[src/design/fss_pkg.sv]
`default_nettype none
package fss_pkg;

	localparam int LEN_W   = 21;
	localparam int ROOT_W  = 22;
	localparam int RAD_W   = 2 * ROOT_W;
	localparam int ACC_W   = 96;
	localparam int PC_W    = 5;
	localparam int DIV3_SH = 43;

	localparam logic [33:0] PI_Q32 = 34'h3243F6A89;
	// ceil(2^43 / 3); exact floor divide for x < 2^43
	localparam logic [41:0] DIV3_M = 42'h2AAAAAAAAAB;

	// step kinds
	localparam logic [1:0] K_MUL    = 2'd0;
	localparam logic [1:0] K_RSTART = 2'd1;
	localparam logic [1:0] K_RWAIT  = 2'd2;
	localparam logic [1:0] K_DONE   = 2'd3;

	// operand sources
	localparam logic [4:0] SRC_ZERO  = 5'd0;
	localparam logic [4:0] SRC_DX    = 5'd1;
	localparam logic [4:0] SRC_DY    = 5'd2;
	localparam logic [4:0] SRC_DZ    = 5'd3;
	localparam logic [4:0] SRC_RD    = 5'd4;
	localparam logic [4:0] SRC_R1    = 5'd5;
	localparam logic [4:0] SRC_R2    = 5'd6;
	localparam logic [4:0] SRC_RSUM  = 5'd7;
	localparam logic [4:0] SRC_H     = 5'd8;
	localparam logic [4:0] SRC_SLANT = 5'd9;
	localparam logic [4:0] SRC_SLO   = 5'd10;
	localparam logic [4:0] SRC_SHI   = 5'd11;
	localparam logic [4:0] SRC_OLO   = 5'd12;
	localparam logic [4:0] SRC_OHI   = 5'd13;
	localparam logic [4:0] SRC_PILO  = 5'd14;
	localparam logic [4:0] SRC_PIHI  = 5'd15;
	localparam logic [4:0] SRC_M3LO  = 5'd16;
	localparam logic [4:0] SRC_M3HI  = 5'd17;

	// where the accumulator goes after a multiply step
	localparam logic [2:0] DST_NONE = 3'd0;
	localparam logic [2:0] DST_D2   = 3'd1;
	localparam logic [2:0] DST_E    = 3'd2;
	localparam logic [2:0] DST_S    = 3'd3;
	localparam logic [2:0] DST_OP   = 3'd4;
	localparam logic [2:0] DST_XV   = 3'd5;
	localparam logic [2:0] DST_VOL  = 3'd6;
	localparam logic [2:0] DST_AREA = 3'd7;

	localparam logic [PC_W-1:0] STEP_LAST = 5'd26;

	typedef struct packed {
		logic [1:0] kind;
		logic [4:0] a_sel;
		logic [4:0] b_sel;
		logic [1:0] sh;    // product shifted left by 32*sh
		logic       clr;
		logic [2:0] dest;
		logic       rsel;  // root operand: 0 = d2, 1 = d2 + rd^2
	} step_t;

	function automatic step_t mk(input logic [1:0] kind, input logic [4:0] a,
		input logic [4:0] b, input logic [1:0] sh, input logic clr,
		input logic [2:0] dest, input logic rsel);
		step_t s;
		s.kind  = kind;
		s.a_sel = a;
		s.b_sel = b;
		s.sh    = sh;
		s.clr   = clr;
		s.dest  = dest;
		s.rsel  = rsel;
		return s;
	endfunction

	function automatic step_t prog(input logic [PC_W-1:0] pc);
		step_t s;
		case (pc)
			5'd0:  s = mk(K_MUL, SRC_DX, SRC_DX, 2'd0, 1'b1, DST_NONE, 1'b0);
			5'd1:  s = mk(K_MUL, SRC_DY, SRC_DY, 2'd0, 1'b0, DST_NONE, 1'b0);
			5'd2:  s = mk(K_MUL, SRC_DZ, SRC_DZ, 2'd0, 1'b0, DST_D2, 1'b0);
			5'd3:  s = mk(K_MUL, SRC_RD, SRC_RD, 2'd0, 1'b0, DST_E, 1'b0);
			5'd4:  s = mk(K_RSTART, SRC_ZERO, SRC_ZERO, 2'd0, 1'b0, DST_NONE, 1'b0);
			5'd5:  s = mk(K_MUL, SRC_R1, SRC_R1, 2'd0, 1'b1, DST_NONE, 1'b0);
			5'd6:  s = mk(K_MUL, SRC_R2, SRC_R2, 2'd0, 1'b0, DST_NONE, 1'b0);
			5'd7:  s = mk(K_MUL, SRC_R1, SRC_R2, 2'd0, 1'b0, DST_S, 1'b0);
			5'd8:  s = mk(K_RWAIT, SRC_ZERO, SRC_ZERO, 2'd0, 1'b0, DST_NONE, 1'b0);
			5'd9:  s = mk(K_RSTART, SRC_ZERO, SRC_ZERO, 2'd0, 1'b0, DST_NONE, 1'b1);
			5'd10: s = mk(K_MUL, SRC_H, SRC_SLO, 2'd0, 1'b1, DST_NONE, 1'b0);
			5'd11: s = mk(K_MUL, SRC_H, SRC_SHI, 2'd1, 1'b0, DST_OP, 1'b0);
			5'd12: s = mk(K_MUL, SRC_OLO, SRC_PILO, 2'd0, 1'b1, DST_NONE, 1'b0);
			5'd13: s = mk(K_MUL, SRC_OLO, SRC_PIHI, 2'd1, 1'b0, DST_NONE, 1'b0);
			5'd14: s = mk(K_MUL, SRC_OHI, SRC_PILO, 2'd1, 1'b0, DST_NONE, 1'b0);
			5'd15: s = mk(K_MUL, SRC_OHI, SRC_PIHI, 2'd2, 1'b0, DST_XV, 1'b0);
			5'd16: s = mk(K_MUL, SRC_OLO, SRC_M3LO, 2'd0, 1'b1, DST_NONE, 1'b0);
			5'd17: s = mk(K_MUL, SRC_OLO, SRC_M3HI, 2'd1, 1'b0, DST_NONE, 1'b0);
			5'd18: s = mk(K_MUL, SRC_OHI, SRC_M3LO, 2'd1, 1'b0, DST_NONE, 1'b0);
			5'd19: s = mk(K_MUL, SRC_OHI, SRC_M3HI, 2'd2, 1'b0, DST_VOL, 1'b0);
			5'd20: s = mk(K_RWAIT, SRC_ZERO, SRC_ZERO, 2'd0, 1'b0, DST_NONE, 1'b1);
			5'd21: s = mk(K_MUL, SRC_RSUM, SRC_SLANT, 2'd0, 1'b1, DST_OP, 1'b0);
			5'd22: s = mk(K_MUL, SRC_OLO, SRC_PILO, 2'd0, 1'b1, DST_NONE, 1'b0);
			5'd23: s = mk(K_MUL, SRC_OLO, SRC_PIHI, 2'd1, 1'b0, DST_NONE, 1'b0);
			5'd24: s = mk(K_MUL, SRC_OHI, SRC_PILO, 2'd1, 1'b0, DST_NONE, 1'b0);
			5'd25: s = mk(K_MUL, SRC_OHI, SRC_PIHI, 2'd2, 1'b0, DST_AREA, 1'b0);
			default: s = mk(K_DONE, SRC_ZERO, SRC_ZERO, 2'd0, 1'b0, DST_NONE, 1'b0);
		endcase
		return s;
	endfunction

endpackage
`default_nettype wire

[src/design/fss_mul.sv]
`default_nettype none
module fss_mul
	import fss_pkg::*;
(
	input  wire logic        clk,
	input  wire logic        en,
	input  wire logic [31:0] a,
	input  wire logic [31:0] b,
	output logic      [63:0] p
);

	always_ff @(posedge clk) begin
		if (en) begin
			p <= a * b;
		end
	end

endmodule
`default_nettype wire

[src/design/fss_root.sv]
`default_nettype none
module fss_root
	import fss_pkg::*;
(
	input  wire logic             clk,
	input  wire logic             arst_n,
	input  wire logic             start,
	input  wire logic [RAD_W-1:0] radicand,
	output logic                  busy,
	output logic [ROOT_W-1:0]     root
);

	logic [RAD_W-1:0]  rad_q;
	logic [ROOT_W+1:0] rem_q;
	logic [ROOT_W-1:0] root_q;
	logic [4:0]        cnt_q;
	logic              busy_q;
	logic [ROOT_W+1:0] rem_t;
	logic [ROOT_W+1:0] trial;
	logic              fits;

	// one result bit per cycle, restoring
	assign rem_t = {rem_q[ROOT_W-1:0], rad_q[RAD_W-1 -: 2]};
	assign trial = {root_q, 2'b01};
	assign fits  = rem_t >= trial;

	always_ff @(posedge clk or negedge arst_n) begin
		if (!arst_n) begin
			busy_q <= 1'b0;
			cnt_q  <= '0;
		end else if (start) begin
			busy_q <= 1'b1;
			cnt_q  <= 5'(ROOT_W - 1);
		end else if (busy_q) begin
			cnt_q <= cnt_q - 5'd1;
			if (cnt_q == '0) begin
				busy_q <= 1'b0;
			end
		end
	end

	always_ff @(posedge clk) begin
		if (start) begin
			rad_q  <= radicand;
			rem_q  <= '0;
			root_q <= '0;
		end else if (busy_q) begin
			rad_q  <= {rad_q[RAD_W-3:0], 2'b00};
			rem_q  <= fits ? rem_t - trial : rem_t;
			root_q <= {root_q[ROOT_W-2:0], fits};
		end
	end

	assign busy = busy_q;
	assign root = root_q;

endmodule
`default_nettype wire

[src/design/frustum_segment_stats_accumulator.sv]
`default_nettype none
// Frustum segment statistics. Each word is one tube segment (two endpoints with
// radii, FRACTION_BITS fraction bits); the result word gives the segment's length,
// frustum volume and lateral area plus saturating running totals, extremes and a
// count, which restart clears before the segment is counted. A sequencer issues
// 22 multiplies on a single 32x32 multiplier and two integer square roots on a
// shared root unit that yields one bit per cycle, partly overlapped. The input
// stalls while a segment is in work and opens the cycle after the result is
// posted, so a new segment is accepted only once the sequencer has finished the
// previous one. A result still waiting only holds off the final step of the next
// segment; a new segment can be accepted while the previous result still waits.
module frustum_segment_stats_accumulator
	import fss_pkg::*;
#(
	parameter int FRACTION_BITS = 8
) (
	input  wire logic         clk,
	input  wire logic         arst_n,
	input  wire logic         in_valid,
	output logic              in_stall,
	input  wire logic [19:0]  start_x,
	input  wire logic [19:0]  start_y,
	input  wire logic [19:0]  start_z,
	input  wire logic [15:0]  start_radius,
	input  wire logic [19:0]  end_x,
	input  wire logic [19:0]  end_y,
	input  wire logic [19:0]  end_z,
	input  wire logic [15:0]  end_radius,
	input  wire logic         restart,
	output logic              out_valid,
	input  wire logic         out_stall,
	output logic [39:0]       segment_volume,
	output logic [31:0]       segment_area,
	output logic [20:0]       segment_length,
	output logic [47:0]       sum_volume,
	output logic [47:0]       sum_area,
	output logic [47:0]       sum_length,
	output logic [20:0]       longest,
	output logic [20:0]       shortest,
	output logic [31:0]       segment_total
);

	localparam int VOL_SH  = 2 * FRACTION_BITS + 32;
	localparam int AREA_SH = FRACTION_BITS + 32;

	logic            busy_q;
	logic [PC_W-1:0] pc_q;
	logic            phase_q;
	logic            out_valid_q;

	logic [20:0] dx_q, dy_q, dz_q;
	logic [15:0] r1_q, r2_q, rd_q;
	logic [16:0] rsum_q;
	logic        restart_q;
	logic [42:0] d2_q;
	logic [42:0] e_q;
	logic [33:0] s_q;
	logic [LEN_W-1:0]  h_q;
	logic [ROOT_W-1:0] slant_q;
	logic [63:0] op_q;
	logic        big_q;
	logic [39:0] vol_q;
	logic [31:0] area_q;
	logic [ACC_W-1:0] acc_q;

	logic [39:0] seg_vol_q;
	logic [31:0] seg_area_q;
	logic [20:0] seg_len_q;
	logic [47:0] vol_acc_q, area_acc_q, len_acc_q;
	logic [20:0] max_q, min_q;
	logic [31:0] cnt_q;

	step_t       st;
	logic        accept;
	logic        out_free;
	logic        done_fire;
	logic [31:0] mul_a, mul_b;
	logic [63:0] mul_p;
	logic        mul_en;
	logic [ACC_W-1:0] acc_next;
	logic [ACC_W-1:0] addend;
	logic [ACC_W-1:0] xv;
	logic [ACC_W-1:0] vq;
	logic [ACC_W-1:0] ay;
	logic        root_start;
	logic        root_busy;
	logic [ROOT_W-1:0] root_res;
	logic [RAD_W-1:0]  root_in;

	logic signed [20:0] dxs, dys, dzs;
	logic [47:0] vbase, abase, lbase;
	logic [48:0] vsum, asum, lsum;
	logic [20:0] maxb, minb;
	logic [31:0] cntb;

	assign accept    = in_valid && !busy_q;
	assign in_stall  = busy_q;
	assign out_free  = !out_valid_q || !out_stall;
	assign st        = prog(pc_q);
	assign done_fire = busy_q && st.kind == K_DONE && out_free;

	assign dxs = {start_x[19], start_x} - {end_x[19], end_x};
	assign dys = {start_y[19], start_y} - {end_y[19], end_y};
	assign dzs = {start_z[19], start_z} - {end_z[19], end_z};

	function automatic logic [31:0] pick(input logic [4:0] sel, input logic [20:0] dx,
		input logic [20:0] dy, input logic [20:0] dz, input logic [15:0] rd,
		input logic [15:0] r1, input logic [15:0] r2, input logic [16:0] rsum,
		input logic [20:0] h, input logic [21:0] slant, input logic [33:0] s,
		input logic [63:0] op);
		logic [31:0] v;
		case (sel)
			SRC_DX:    v = {11'b0, dx};
			SRC_DY:    v = {11'b0, dy};
			SRC_DZ:    v = {11'b0, dz};
			SRC_RD:    v = {16'b0, rd};
			SRC_R1:    v = {16'b0, r1};
			SRC_R2:    v = {16'b0, r2};
			SRC_RSUM:  v = {15'b0, rsum};
			SRC_H:     v = {11'b0, h};
			SRC_SLANT: v = {10'b0, slant};
			SRC_SLO:   v = s[31:0];
			SRC_SHI:   v = {30'b0, s[33:32]};
			SRC_OLO:   v = op[31:0];
			SRC_OHI:   v = op[63:32];
			SRC_PILO:  v = PI_Q32[31:0];
			SRC_PIHI:  v = {30'b0, PI_Q32[33:32]};
			SRC_M3LO:  v = DIV3_M[31:0];
			SRC_M3HI:  v = {22'b0, DIV3_M[41:32]};
			default:   v = '0;
		endcase
		return v;
	endfunction

	assign mul_a  = pick(st.a_sel, dx_q, dy_q, dz_q, rd_q, r1_q, r2_q, rsum_q,
		h_q, slant_q, s_q, op_q);
	assign mul_b  = pick(st.b_sel, dx_q, dy_q, dz_q, rd_q, r1_q, r2_q, rsum_q,
		h_q, slant_q, s_q, op_q);
	assign mul_en = busy_q && st.kind == K_MUL && !phase_q;

	fss_mul u_mul (
		.clk (clk),
		.en  (mul_en),
		.a   (mul_a),
		.b   (mul_b),
		.p   (mul_p)
	);

	assign root_start = busy_q && st.kind == K_RSTART;
	assign root_in    = st.rsel ? {1'b0, e_q} : {1'b0, d2_q};

	fss_root u_root (
		.clk      (clk),
		.arst_n   (arst_n),
		.start    (root_start),
		.radicand (root_in),
		.busy     (root_busy),
		.root     (root_res)
	);

	always_comb begin
		case (st.sh)
			2'd0:    addend = {32'b0, mul_p};
			2'd1:    addend = {mul_p, 32'b0};
			default: addend = {mul_p[31:0], 64'b0};
		endcase
	end

	assign acc_next = (st.clr ? '0 : acc_q) + addend;
	assign xv = acc_next >> VOL_SH;
	assign vq = acc_next >> DIV3_SH;
	assign ay = acc_next >> AREA_SH;

	// totals with restart folded in
	assign vbase = restart_q ? '0 : vol_acc_q;
	assign abase = restart_q ? '0 : area_acc_q;
	assign lbase = restart_q ? '0 : len_acc_q;
	assign maxb  = restart_q ? '0 : max_q;
	assign minb  = restart_q ? '1 : min_q;
	assign cntb  = restart_q ? '0 : cnt_q;
	assign vsum  = {1'b0, vbase} + {9'b0, vol_q};
	assign asum  = {1'b0, abase} + {17'b0, area_q};
	assign lsum  = {1'b0, lbase} + {28'b0, h_q};

	always_ff @(posedge clk or negedge arst_n) begin
		if (!arst_n) begin
			busy_q      <= 1'b0;
			pc_q        <= '0;
			phase_q     <= 1'b0;
			out_valid_q <= 1'b0;
			vol_acc_q   <= '0;
			area_acc_q  <= '0;
			len_acc_q   <= '0;
			max_q       <= '0;
			min_q       <= '1;
			cnt_q       <= '0;
		end else begin
			if (out_valid_q && !out_stall && !done_fire) begin
				out_valid_q <= 1'b0;
			end
			if (accept) begin
				busy_q  <= 1'b1;
				pc_q    <= '0;
				phase_q <= 1'b0;
			end else if (busy_q) begin
				case (st.kind)
					K_MUL: begin
						phase_q <= !phase_q;
						if (phase_q) begin
							pc_q <= pc_q + 5'd1;
						end
					end
					K_RSTART: pc_q <= pc_q + 5'd1;
					K_RWAIT: begin
						if (!root_busy) begin
							pc_q <= pc_q + 5'd1;
						end
					end
					default: begin
						if (out_free) begin
							busy_q      <= 1'b0;
							out_valid_q <= 1'b1;
							vol_acc_q   <= vsum[48] ? '1 : vsum[47:0];
							area_acc_q  <= asum[48] ? '1 : asum[47:0];
							len_acc_q   <= lsum[48] ? '1 : lsum[47:0];
							max_q       <= (h_q > maxb) ? h_q : maxb;
							min_q       <= (h_q < minb) ? h_q : minb;
							cnt_q       <= (cntb == '1) ? cntb : cntb + 32'd1;
						end
					end
				endcase
			end
		end
	end

	always_ff @(posedge clk) begin
		if (accept) begin
			dx_q      <= dxs[20] ? 21'(-dxs) : dxs;
			dy_q      <= dys[20] ? 21'(-dys) : dys;
			dz_q      <= dzs[20] ? 21'(-dzs) : dzs;
			r1_q      <= start_radius;
			r2_q      <= end_radius;
			rd_q      <= (start_radius > end_radius) ? start_radius - end_radius
				: end_radius - start_radius;
			rsum_q    <= {1'b0, start_radius} + {1'b0, end_radius};
			restart_q <= restart;
		end
		if (busy_q && st.kind == K_MUL && phase_q) begin
			acc_q <= acc_next;
			case (st.dest)
				DST_D2: d2_q <= acc_next[42:0];
				DST_E:  e_q  <= acc_next[42:0];
				DST_S:  s_q  <= acc_next[33:0];
				DST_OP: op_q <= acc_next[63:0];
				DST_XV: begin
					op_q  <= xv[63:0];
					big_q <= |xv[ACC_W-1:42];
				end
				DST_VOL:  vol_q  <= (big_q || |vq[ACC_W-1:40]) ? '1 : vq[39:0];
				DST_AREA: area_q <= (|ay[ACC_W-1:32]) ? '1 : ay[31:0];
				default: ;
			endcase
		end
		if (busy_q && st.kind == K_RWAIT && !root_busy) begin
			if (st.rsel) begin
				slant_q <= root_res;
			end else begin
				h_q <= root_res[LEN_W-1:0];
			end
		end
		if (done_fire) begin
			seg_vol_q  <= vol_q;
			seg_area_q <= area_q;
			seg_len_q  <= h_q;
		end
	end

	assign out_valid      = out_valid_q;
	assign segment_volume = seg_vol_q;
	assign segment_area   = seg_area_q;
	assign segment_length = seg_len_q;
	assign sum_volume     = vol_acc_q;
	assign sum_area       = area_acc_q;
	assign sum_length     = len_acc_q;
	assign longest        = max_q;
	assign shortest       = min_q;
	assign segment_total  = cnt_q;

	a_accept_busy: assert property (@(posedge clk) disable iff (!arst_n)
		in_valid && !in_stall |=> busy_q)
		else $error("accepted word did not start the sequencer");

	a_result_from_done: assert property (@(posedge clk) disable iff (!arst_n)
		$rose(out_valid_q) |-> $past(busy_q) && !busy_q)
		else $error("result raised outside the final step");

	a_pc_range: assert property (@(posedge clk) disable iff (!arst_n)
		busy_q |-> pc_q <= STEP_LAST)
		else $error("sequencer ran past its program");

	a_extremes: assert property (@(posedge clk) disable iff (!arst_n)
		cnt_q != '0 |-> min_q <= max_q)
		else $error("shortest exceeds longest");

	a_totals_hold: assert property (@(posedge clk) disable iff (!arst_n)
		out_valid_q && out_stall |=> $stable(cnt_q) && $stable(vol_acc_q))
		else $error("totals changed under a stalled result");

endmodule
`default_nettype wire

[config.mk]
export PLATFORM = sky130hd
export DESIGN_NAME = frustum_segment_stats_accumulator
export DESIGN_NICKNAME = d
export VERILOG_FILES = /design/src/design/fss_pkg.sv /design/src/design/fss_mul.sv /design/src/design/fss_root.sv /design/src/design/frustum_segment_stats_accumulator.sv
export SDC_FILE = /design/constraint.sdc
export NUM_CORES = 2
export LEC_CHECK = 0
export BUFFER_PORTS_ARGS = -buffer_cell sky130_fd_sc_hd__buf_2
export CORE_MARGIN = 2
export CORE_UTILIZATION = 30
export DETAILED_ROUTE_END_ITERATION = 8
export PLACE_DENSITY = 0.53
export SLEW_MARGIN = 15
export SYNTH_ARGS = -nofsm -noshare
export SYNTH_HDL_FRONTEND = slang
export SYNTH_SLANG_ARGS = --single-unit
export TNS_END_PERCENT = 30
[constraint.sdc]
create_clock -name clk -period 28.2 [get_ports clk]
set_input_delay 5.64 -clock clk [delete_from_list [all_inputs] [get_ports clk]]
set_output_delay 5.64 -clock clk [all_outputs]
set_load 0.01 [all_outputs]
# Word-level counts from Yosys, hierarchy flattened
# Memory sizes are Yosys's and may differ from the RTL's.
# Cells that the tools add are included.
totals:
  regBits: 1002
  mem_bits_ro: 576
  in_bits: 157
  out_inout_bits: 313
  word_cells: 204
  memories: 1
classes:
  addsub: 17
  n_mul: 1
  n_lt_le_gt_ge: 4
  n_eq_ne: 48
  muxes: 47
  bitwise_logic: 3
  reduce_logical: 43
memory_table:
  columns: ["memory", "words", "word_bits", "rd", "rd_ports_with_merged_regs", "write_ports", "line_no", "source"]
  rows:
  - ["(name not given)", 32, 18, 1, 0, 0, "fss_pkg.sv:79", "case (pc)"]
op_table:
  columns: ["operator", "count"]
  rows:
  - ["case mux 32 bit (17 select lines)", 2]
  - ["two-way mux 48 bit", 6]
  - ["case mux 96 bit (2 select lines)", 1]
  - ["case mux 64 bit (2 select lines)", 1]
  - ["adder 96 bit", 1]
  - ["two-way mux 96 bit", 1]
  - ["two-way mux 44 bit", 2]
  - ["two-way mux 21 bit", 4]
  - ["== test 5 x 4 -> 1 bit (second input constant)", 16]
  - ["multiplier 32 x 32 -> 64 bit", 1]
  - ["two-way mux 32 bit", 2]
  - ["negator 21 bit", 3]
  - ["subtractor 20 x 20 -> 21 bit", 3]
  - ["two-way mux 20 bit", 3]
  - ["adder 48 x 21 -> 49 bit", 1]
  - ["adder 48 x 32 -> 49 bit", 1]
  - ["adder 48 x 40 -> 49 bit", 1]
  - ["two-way mux 43 bit", 1]
  - ["== test 5 x 3 -> 1 bit (second input constant)", 8]
  - ["adder 32 x 1 -> 32 bit (second input constant)", 1]
  - ["== test 32 bit (second input constant)", 1]
  - ["subtractor 16 bit", 2]
  - ["two-way mux 5 bit", 6]
  - [">= comparator 24 bit", 1]
  - ["34 further kinds", 94]

# Longest topological paths before layout
# An unclocked memory read counts as a cell.
logic_depth:
  ltp_word: 11
  mapped_depth: 44
  ltp_nobuf: 40

# Hierarchy
# A second synthesis with hierarchy kept.
hier_totals:
  cells_unflattened: 10032
  area_unflattened_um2: 95606.7
modules_own_cells:
  columns: ["module", "n_inst", "cells_each", "area_per_inst_um2", "seq_area_each_um2"]
  rows:
  - ["frustum_segment_stats_accumulator", 1, 5747, 55070.3, 24209.5]
  - ["fss_mul", 1, 3793, 35395.2, 1921.8]
  - ["fss_root", 1, 492, 5141.2, 2352.3]

# Worst setup path after synthesis
# No wires, ideal clock.
synth_path:
  path_kind: "input port to flip-flop"
  startpoint: "in in_valid"
  endpoint: "reg phase_q"
  setup_ns: 0.131
  t_arrival_ns: 11.771
  required_ns: 28.069
  path_slack_ns: 16.298
  cell_stages: 3
  path_buffers: 0
  path_cell_list: "nor2b_1 > nand2b_1 > o21bai_1"
synth_via:
  elab_chain_len: 3
  word_cells_on_any_way: 5
synth_rtl:
  columns: ["element", "line_no", "source"]
  rows:
  - ["start, declared", "frustum_segment_stats_accumulator.sv:19", "input wire logic in_valid,"]
  - ["logical AND 1 bit (*)", "frustum_segment_stats_accumulator.sv:96", "assign accept = in_valid && !busy_q;"]
  - ["nonzero test 2 bit (no line)", null, null]
  - ["AND reduction 2 bit (no line)", null, null]
  - ["end signal, assigned", "frustum_segment_stats_accumulator.sv:208", "phase_q <= !phase_q;"]
  - ["end, declared", "frustum_segment_stats_accumulator.sv:48", "logic phase_q;"]
# Every way passes the cells marked *; elsewhere a longest branch is shown, timed or not.
# A chain may end at the register's enable or synchronous reset.

# Worst setup path in the final report
layout_path:
  startpoint: "reg pc_q[4]"
  endpoint: "reg u_mul.p[62] (data pin)"
layout_via:
  elab_chain_len: 4
  word_cells_on_any_way: 38
layout_rtl:
  columns: ["element", "line_no", "source"]
  rows:
  - ["start, declared", "frustum_segment_stats_accumulator.sv:47", "logic [PC_W-1:0] pc_q;"]
  - ["start signal, assigned", "frustum_segment_stats_accumulator.sv:210", "pc_q <= pc_q + 5'd1;"]
  - ["start signal, assigned", "frustum_segment_stats_accumulator.sv:213", "K_RSTART: pc_q <= pc_q + 5'd1;"]
  - ["start signal, assigned", "frustum_segment_stats_accumulator.sv:216", "pc_q <= pc_q + 5'd1;"]
  - ["memory read (32 x 18 bit) (*)", null, null]
  - ["== test 5 bit (tied with other cells)", "frustum_segment_stats_accumulator.sv:112", "case (sel)"]
  - ["case mux 32 bit (17 select lines)", "frustum_segment_stats_accumulator.sv:112", null]
  - ["multiplier 32 x 32 -> 64 bit (*)", "fss_mul.sv:14", "p <= a * b;"]
  - ["end signal, assigned", "fss_mul.sv:14", null]
  - ["end, declared", "fss_mul.sv:9", "output logic [63:0] p"]
# Marks and branches as above.

==> metrics.cfg <==
[yosys]
ys_seq_elements=1001
synth_area_um2=92540
synth_edf_count=725
ys_seq_area_frac=0.3078
synth.area.top_cells=edfxtp_1 (24%), fa_1 (20%), ha_1 (8.6%), dfrtp_1 (5.7%), inv_1 (5.3%)
syn_avg_cell_area_um2=9.412
synth-async-reset-ratio=0.2318
yosysWarnings=0
synth_top_area_share=0.2353
synth_largest_area_cell=edfxtp_1
synth.distinct_cells=99
syn-instance-count=9832
synth_flop_cell=edfxtp_1

[sta]
fin_skew_ps=97.06
period_minus_slack_ps=13190
fin_crit_sh=0.4677
setup-violations-final=0
final.setup.tns_ps=0
tightest_slew_ps=1251
maxClockFrequency_mhz=75.82
slew_violations=0
maxSlewHeadroom=0.1658
hold_violations=0
whs_ps=462.7
rsz0062_at_grt=false
layout_setup_ws_ps=15010

[clock_tree]
cts_tree=done
clock_path_buffers=3
cts.sinks=1001
clkTransAtPathRegs_ps=80
cts_hold_buf=0
cts_root_buf=clkbuf_16
htreeDepth=3
post_cts_buffers=0
clk_latency_ps=810
cts_buffers=113
cts_resized=0

[floorplanning]
io_pins=470
row_count=203
start_util=0.3021
coreArea_um2=306300
die-area_um2=312900
chipWidth_um=559.4
fp.dieH_um=559.4

[run]
timing.max_cap.violations=0

[global_routing]
grt_max_degree=76
grt_pass1_vias=76390
busiest_layer=met2
use_met2=0.3913
grt_pass1_wl_um=559600
globalRouteTotalUtil=0.2463
grt_use_met1=0.3236
met3_usage=0.03981
antenna_found_initial=49
overflow=0

[critical_path]
startpoint=pc_q[4]
path_max_fanout=29
ff2ff_setup_slack_ps=15010
end_kind=register
critPathCapture=u_mul.p[62]
r2r-end=u_mul.p[62]
timing.critical_path.arrival_ps=13680
cp-start-kind=register
timing.rr.start=pc_q[4]
crit_slowest_cell=dfrtp_1
slowest_delay_ps=940
reg2reg_depth=32
worstPathRequired_ps=28690
crit_path_frequent_cell=fa_1
critPathKind=reg2reg

[layout]
nFillCells=31580
area_growth_pct=13.26
nNetsFinal=11980
layout-drive-gt1-share=0.1018

[placed_design]
hpwl_um=320500
pre_cts_ws_ps=15170
portBuffers=469
place.gp.congestion=1.019

[routing]
routed_wl_um=394400
drt_drc_violations_left=0
num_vias=76620
first_pass_iters=8
wl_per_cell_um=27.23
vias_per_cell=5.289
drt_iter0_drc=7068
antenna_left=0

[hold_path]
hp-class=reg2reg

[run_status]
outcome=finished, final reports clean

-- area by class of cell --
type                    count  area (um^2)  area share
multi-input cells        7177        58310      0.5564
flip-flops and latches   1001        28480      0.2718
well taps                4100         5130     0.04895
inverters                1320         4962     0.04735
repair buffers            666         3836     0.03660
clock buffers             139         3080     0.02939
clock inverters            73        978.4    0.009335
diodes                      9        22.52   0.0002149
-- worst min-delay path by stage --
stage | from | end | slack (ps) | depth (start not counted)
after global placement | vol_q[12] | segment_volume[12] | 450 | 0
final | vol_q[3] | segment_volume[3] | 460 | 0
after detailed placement | vol_q[24] | segment_volume[24] | 450 | 0
after global routing | vol_q[3] | segment_volume[3] | 470 | 0
after floorplan | u_root.root[21] | slant_q[21] | 430 | 0
after CTS | vol_q[24] | segment_volume[24] | 460 | 0
-- sequential cells by signal, indices dropped and copies added (netlist names), 40 cells and up --
| signal | flops |
|---|---|
| acc_q | 96 |
| u_mul.p | 64 |
| sum_length | 48 |
| vol_q | 40 |
| u_root.rad_q | 44 |
| e_q | 43 |
| d2_q | 43 |
| sum_volume | 48 |
| op_q | 64 |
| sum_area | 48 |
| segment_volume | 40 |
-- metrics by stage --
stage,util,cells,cell area [um^2]
finish,0.3422,14490,104800
global route,0.3421,14480,104800
CTS,0.3420,14480,104800
detailed placement,0.3288,14260,100700
global placement,0.3287,14260,100700
floorplan,-,9940,92940
-- kinds of logic after synthesis --
group	synth area share
other	0.00008116
buffers and inverters	0.07203
DFF	0.3078
AOI/OAI and AO/OA	0.1312
and+or+nand+nor	0.1496
adders and majority gates	0.2819
xor gates and xnor gates	0.03843
muxes	0.01901
-- cells in the mapped netlist, types with 12 or more instances --
| master | instances |
|---|---|
| nand3_1 | 128 |
| and2_1 | 173 |
| a21o_1 | 167 |
| edfxtp_1 | 725 |
| buf_1 | 43 |
| dfxtp_1 | 44 |
| a21oi_1 | 563 |
| o21a_1 | 47 |
| o31a_1 | 14 |
| buf_2 | 17 |
| ha_1 | 635 |
| fa_1 | 906 |
| nor2b_1 | 143 |
| a22o_1 | 90 |
| xor2_1 | 136 |
| a22oi_1 | 67 |
| xnor2_1 | 270 |
| or2_2 | 42 |
| o211ai_1 | 42 |
| nand2b_1 | 79 |
| clkbuf_1 | 377 |
| o21bai_1 | 68 |
| a211oi_1 | 40 |
| nor3_1 | 102 |
| or3_1 | 34 |
| o21ai_0 | 428 |
| or4_1 | 17 |
| inv_1 | 1318 |
| mux2i_1 | 142 |
| and4_1 | 16 |
| nor4_1 | 32 |
| a31oi_1 | 101 |
| o22a_1 | 19 |
| a221oi_1 | 28 |
| dfstp_2 | 21 |
| nor2_1 | 938 |
| o31ai_1 | 46 |
| nand4_1 | 108 |
| a221o_1 | 12 |
| nand2_1 | 1125 |
| a21boi_0 | 12 |
| dfrtp_1 | 211 |
| and3_1 | 80 |
-- cells in the final DEF, fill, tap and decap left out, types with 90 or more instances in the layout --
cell	n
nor3_1	98
mux2i_1	141
a21o_1	167
nand3_1	121
dfrtp_1	210
conb_1	110
xor2_1	129
clkbuf_16	117
nand4_1	108
nand2_1	1123
ha_1	635
buf_2	468
nor2b_1	141
edfxtp_1	725
buf_4	197
xnor2_1	260
inv_1	1316
fa_1	906
a31oi_1	98
o21ai_0	426
a22o_1	90
nor2_1	925
a21oi_1	559
and2_1	172
-- critical path, delay by kind of cell (launching register included) --
kind | cells | cell delay, ps
flip-flops | 1 | 940
buffers and inverters | 5 | 1110
XOR/XNOR | 1 | 160
AND/OR/NAND/NOR | 4 | 1970
adder cells (fa/ha/maj) | 9 | 4350
AO/OA/AOI/OAI | 13 | 4290
-- routing by layer --
layer  share of wire  vias to the layer above
met5         0.00050                        -
met4           0.059                       32
met3           0.070                      715
met2            0.45                     3180
met1            0.42                    38900
li1                -                    33790
Power is not shown: default switching activity piles up to over one toggle a cycle in this logic, so the estimate is an artifact.
